## src/rtl/pitct_pkg.sv

```systemverilog
// ----------------------------------------------------------------------------
// Point in triangle test package
// Shared register indexes, tolerance widths and the stage enable bundle.
// ----------------------------------------------------------------------------
package pitct_pkg;

    localparam int CFG_INDEX_W  = 3;
    localparam int AREA_TOL_W   = 16;
    localparam int COORD_TOL_W  = 8;

    localparam logic [CFG_INDEX_W-1:0] REG_VERTEX_A_X     = 3'd0;
    localparam logic [CFG_INDEX_W-1:0] REG_VERTEX_A_Y     = 3'd1;
    localparam logic [CFG_INDEX_W-1:0] REG_VERTEX_B_X     = 3'd2;
    localparam logic [CFG_INDEX_W-1:0] REG_VERTEX_B_Y     = 3'd3;
    localparam logic [CFG_INDEX_W-1:0] REG_VERTEX_C_X     = 3'd4;
    localparam logic [CFG_INDEX_W-1:0] REG_VERTEX_C_Y     = 3'd5;
    localparam logic [CFG_INDEX_W-1:0] REG_AREA_TOLERANCE = 3'd6;
    localparam logic [CFG_INDEX_W-1:0] REG_COORD_TOLERANCE = 3'd7;

    localparam logic [AREA_TOL_W-1:0]  AREA_TOL_RESET  = 16'd1;
    localparam logic [COORD_TOL_W-1:0] COORD_TOL_RESET = 8'd1;

    typedef struct packed {
        logic s1;
        logic s2;
        logic s3;
    } t_stage_en;

endpackage

```

## src/rtl/pitct_cross.sv

```systemverilog
// ----------------------------------------------------------------------------
// Edge cross product unit
// Three register stages: differences, the two products, then their difference.
// ----------------------------------------------------------------------------
module pitct_cross #(
    parameter int COORD_WIDTH = 16
) (
    input  logic                              i_clk,
    input  pitct_pkg::t_stage_en              i_en,
    input  logic signed [COORD_WIDTH-1:0]     i_x1,
    input  logic signed [COORD_WIDTH-1:0]     i_y1,
    input  logic signed [COORD_WIDTH-1:0]     i_x2,
    input  logic signed [COORD_WIDTH-1:0]     i_y2,
    input  logic signed [COORD_WIDTH-1:0]     i_px,
    input  logic signed [COORD_WIDTH-1:0]     i_py,
    output logic signed [2*COORD_WIDTH+2:0]   o_cross
);

    localparam int DW = COORD_WIDTH + 1;
    localparam int PW = 2 * COORD_WIDTH + 2;
    localparam int CW = 2 * COORD_WIDTH + 3;

    logic signed [DW-1:0] r_ex;
    logic signed [DW-1:0] r_ey;
    logic signed [DW-1:0] r_dx;
    logic signed [DW-1:0] r_dy;
    logic signed [PW-1:0] r_p1;
    logic signed [PW-1:0] r_p2;
    logic signed [CW-1:0] r_cross;

    always_ff @(posedge i_clk) begin
        if (i_en.s1) begin
            r_ex <= DW'(i_x2) - DW'(i_x1);
            r_ey <= DW'(i_y2) - DW'(i_y1);
            r_dx <= DW'(i_px) - DW'(i_x1);
            r_dy <= DW'(i_py) - DW'(i_y1);
        end
        if (i_en.s2) begin
            r_p1 <= PW'(r_ex) * PW'(r_dy);
            r_p2 <= PW'(r_ey) * PW'(r_dx);
        end
        if (i_en.s3) begin
            r_cross <= CW'(r_p1) - CW'(r_p2);
        end
    end

    assign o_cross = r_cross;

endmodule

```

## config.mk

```make
export PLATFORM = sky130hd
export DESIGN_NAME = pitct_cross
export DESIGN_NICKNAME = d
export VERILOG_FILES = /design/src/rtl/pitct_pkg.sv /design/src/rtl/pitct_cross.sv
export SDC_FILE = /design/constraint.sdc
export NUM_CORES = 2
export LEC_CHECK = 0
export ABC_AREA = 1
export BUFFER_PORTS_ARGS = -buffer_cell sky130_fd_sc_hd__clkbuf_2
export CAP_MARGIN = 20
export CORE_MARGIN = 2
export CORE_UTILIZATION = 71
export CTS_CLUSTER_DIAMETER = 40
export CTS_CLUSTER_SIZE = 28
export DETAILED_ROUTE_END_ITERATION = 6
export PLACE_DENSITY_LB_ADDON = 0.12
export SYNTH_ARGS = -nofsm -noshare
export SYNTH_HDL_FRONTEND = slang
export SYNTH_SLANG_ARGS = --single-unit
```

## constraint.sdc

```tcl
create_clock -name i_clk -period 14.99 [get_ports i_clk]
set_input_delay 2.2485 -clock i_clk [delete_from_list [all_inputs] [get_ports i_clk]]
set_output_delay 2.2485 -clock i_clk [all_outputs]
set_load 0.02 [all_outputs]
```

# Word level (Yosys, flattened, before mapping)
# Index checks and enable logic that the tools add are counted.
# Widths: inputs -> output; s select.
[classes] add_sub_neg=5 multipliers=2
[ops] cell="$mul 17x17->34" count=2
[ops] cell="$sub 16x16->17" count=4
[ops] cell="$sub 34x34->35" count=1
[word_totals] regBits=171 inputBits=100 out_inout_bits=35 word_cells=14

# Logic depth before layout (Yosys ltp)
[logic_depth] ltp_word=1 mapped_depth=27 mapped_depth_nobuf=25

# Worst setup path after synthesis
# No wires, ideal clock.
[synth_path] path_type="register to register" startpoint="reg r_ex[16]" endpoint="reg r_p1[29] (data pin)" setup_ns=0.252 arrival_time_ns=5.422 t_required_ns=14.738 setup_slack_ns=9.316 path_stages_with_launch=22 path_buffers=2 synth_period_minus_slack_ns=5.674 cell_sequence="edfxtp_1 > clkbuf_1 > clkbuf_1 > nand2_1 > inv_1 > fa_1 > fa_1 > fa_1 > fa_1 > fa_1 > inv_1 > fa_1 > inv_1 > ha_1 > nand2_1 > nor2_2 > inv_2 > nor3_2 > nand2_1 > and2_0 > nand3_1 > nand2_1"
[synth_between] elab_chain_len=1
[synth_lines] item="start, declared" line="pitct_cross.sv:23" rtl="logic signed [DW-1:0] r_ex;"
[synth_lines] item="start signal, assigned" line="pitct_cross.sv:33" rtl="r_ex <= DW'(i_x2) - DW'(i_x1);"
[synth_lines] item="$mul 17x17->34" line="pitct_cross.sv:39" rtl="r_p1 <= PW'(r_ex) * PW'(r_dy);"
[synth_lines] item="end signal, assigned" line="pitct_cross.sv:39"
[synth_lines] item="end, declared" line="pitct_cross.sv:27" rtl="logic signed [PW-1:0] r_p1;"
# No other way between the ends.
# A chain may end at the register's enable or synchronous reset.

# Worst setup path in the final report
[layout_path] startpoint="reg r_dy[2]" endpoint="reg r_p1[29] (data pin)"
[layout_between] elab_chain_len=1
[layout_lines] item="start, declared" line="pitct_cross.sv:26" rtl="logic signed [DW-1:0] r_dy;"
[layout_lines] item="start signal, assigned" line="pitct_cross.sv:36" rtl="r_dy <= DW'(i_py) - DW'(i_y1);"
[layout_lines] item="$mul 17x17->34" line="pitct_cross.sv:39"
# No other way between the ends.

==> reports/results.ini <==
[run_status]
status = finished with violations
violations = DRC

[synth]
synthTopCellsByCount = inv_1, nand2_1, fa_1, ha_1
synth_area_sq_um = 34800
yosysTopAreaCellShare = 0.344
ys_seq_area_frac = 0.148
post-synth-top-area-cell = fa_1
synth_most_common_cell = inv_1
synth.avg_cell_area_sq_um = 7.87
synth_fp_nets = 5380
ys_seq_elements = 171
synth-edff-count = 171
synthTopCellsByArea = fa_1, edfxtp_1, inv_1, nand2_1, ha_1
synth.distinct_cells = 42
synth_cells = 4415
synthFlopType = edfxtp_1
ys_async_sr_fraction = 0
yosys_warnings = 0

[route]
antenna_left = 0
wl_per_cell_um = 16.7
drtPass1Iterations = 7
drt_iter0_drc = 2154
vias_per_cell = 5.40
drc_errors = 3
drt_wl_total_um = 84500
vias = 27400

[critical_path]
setup.worst_path.start = r_dy[2]$_DFFE_PP_
slowest_stage = fa_1
end_kind = flip-flop
reg2reg_from = r_dy[2]$_DFFE_PP_
cp-start-kind = flip-flop
cpPeakStageDelay_ns = 0.90
path_cells = nand2_1 > inv_1 > fa_1 > fa_1 > fa_1 > fa_1 > fa_1 > inv_1 > fa_1 > inv_1 > ha_1 > nand2_1 > nor2_2 > inv_2 > nor3_2 > nand2_1 > and2_0 > nand3_1 > nand2_1
path_max_fanout = 17
cp.arrival_ns = 6.44
r2r_slack_ns = 8.82
r2r_cells = 19
reg2reg_to = r_p1[29]$_DFFE_PP_
critPathRequiredTime_ns = 15.26
crit_type = flip-flop to flip-flop
cpMostUsedCell = fa_1

[timing]
hold-worst-slack_ns = 0.646
worst_pin_slew_ns = 0.992
final.setup.tns_ns = 0
finalCriticalPeriod_ns = 6.17
rsz0062_at_grt = false
setup_violations = 0
slew_viol_final = 0
fin_worst_skew_ns = 0.0232
final_hold_viol_count = 0
post-route-period-util = 0.411
fmax_mhz = 162
max_slew_margin = 0.339

[layout]
n_antenna_cell = 0
layout.cells.non_filler = 5074
final_layout_size_suffix_gt1_frac = 0.0591
nets = 5404
final-seq-area_sq_um = 5130
multi_input_area_sq_um = 24500
area_growth_pct = 4.71
num-fill-cells = 3850

[placed_design]
io_buffers = 134
placedCellCount = 5042
dp_hpwl_um = 71700
globalplace.congestion = 0.989

[floorplanning]
boundaryPins = 135
die_area_sq_um = 50700
die_w_um = 225
design.core.area_sq_um = 48600
dieHeight_um = 225
num_rows = 81
start_util = 0.714

[global_route]
grt_max_degree = 69
grt_pass1_vias = 28100
antenna_found_initial = 1
grt-ovfl-total = 0
grt_pass1_wl_um = 141000
track_usage = 0.358

[hold_path]
worstHoldPathType = flip-flop to flip-flop
hold_depth = 2
hp-start = r_p2[0]$_DFFE_PP_
holdPathEnd = o_cross[0]$_DFFE_PP_

[clocking]
clkTransAtPathRegs_ns = 0.10
ctsResizeCount = 0
cts_max_level = 4
worstSkewPairLatency_ns = 0.50
postCtsHoldBufs = 0
cts_buffers = 17
clock-sinks = 171
cts_tree = yes
post_cts_buffers = 0
clockBufferDepth = 2
ctsRootBufferMaster = clkbuf_16

[job]
cap_viol_max_count = 0

[worst max-delay path by stage]
stage | end | slack, ns | depth (start not counted)
after floorplan | r_p1[29]$_DFFE_PP_ | 9.32 | 21
after global placement | r_p1[30]$_DFFE_PP_ | 8.94 | 16
after detailed placement | r_p1[29]$_DFFE_PP_ | 8.83 | 19
after CTS | r_p1[29]$_DFFE_PP_ | 8.82 | 19
after global routing | r_p1[33]$_DFFE_PP_ | 8.37 | 18
final | r_p1[29]$_DFFE_PP_ | 8.82 | 19
[logic make-up after synthesis]
family                     count (synthesis)  share of synthesized area
AOI/OAI and AO/OA                        284                     0.0460
and+or+nand+nor                         1643                      0.194
buffers and inverters                   1350                      0.146
adders and majority gates                865                      0.440
xor gates and xnor gates                 102                     0.0257
DFF                                      171                      0.148
[per-stage QoR]
step | util | instance area (sq um) | setup slack, ns
5_1_grt | 0.748 | 36400 | 8.37
3_5_place_dp | 0.735 | 35700 | 8.83
2_1_floorplan | - | 34800 | 9.32
6_report | 0.748 | 36400 | 8.82
4_1_cts | 0.748 | 36400 | 8.82
3_3_place_gp | 0.735 | 35700 | 8.94
[cell usage in the layout, fill, tap and decap left out, types with 2 or more instances in the layout]
cell type  instances
nand2_2           18
inv_2             14
a21oi_1          155
inv_12             3
or2_2              8
clkbuf_2         134
o31ai_1            8
a21o_1             8
o21ai_0           60
ha_1             268
nor2_1           171
xor2_1            84
nand2_1         1198
a21oi_2            8
xnor2_1           18
o21bai_1          16
fa_1             597
clkinv_8           7
inv_8              4
nor2_2            17
nand3_2            6
o21ai_2            6
o21ai_1            9
buf_4              5
clkbuf_16         17
o21a_1             5
o211ai_1           2
nand3b_1          13
a21boi_0           2
nor4_1             2
a31oi_1            2
nor3_2            10
nand4_1           33
inv_1           1202
edfxtp_1         171
nor3_1            28
nand3_1          133
[state kept, by name, summed over array words and instances, names as in the netlist]
register,flops
r_ey,17
r_p1,34
r_p2,34
o_cross,35
r_ex,17
r_dx,17
r_dy,17
[critical path: cells and delay by family, from the launching register on]
family	cells	cell delay [ns]
adders and majority gates	7	3.84
and+or+nand+nor	8	1.04
buffers and inverters	4	0.32
DFF	1	0.75
[metal layers]
metal	track usage	vias up	wire [um]
met1	0.482	12900	34700
met5	0	-	13
met2	0.588	1246	39600
met3	0.0734	163	7840
li1	-	13000	-
met4	0.115	2	2370
[final cells by class]
cell class	instances	area share
multi-input cells	2894	0.675
flip-flops and latches	171	0.141
inverters	1216	0.125
well taps	622	0.0214
repair buffers	139	0.0195
clock buffers	17	0.0117
clock inverters	15	0.00626
Power is not shown: default switching activity piles up to over one toggle a cycle in this logic, so the estimate is an artifact.
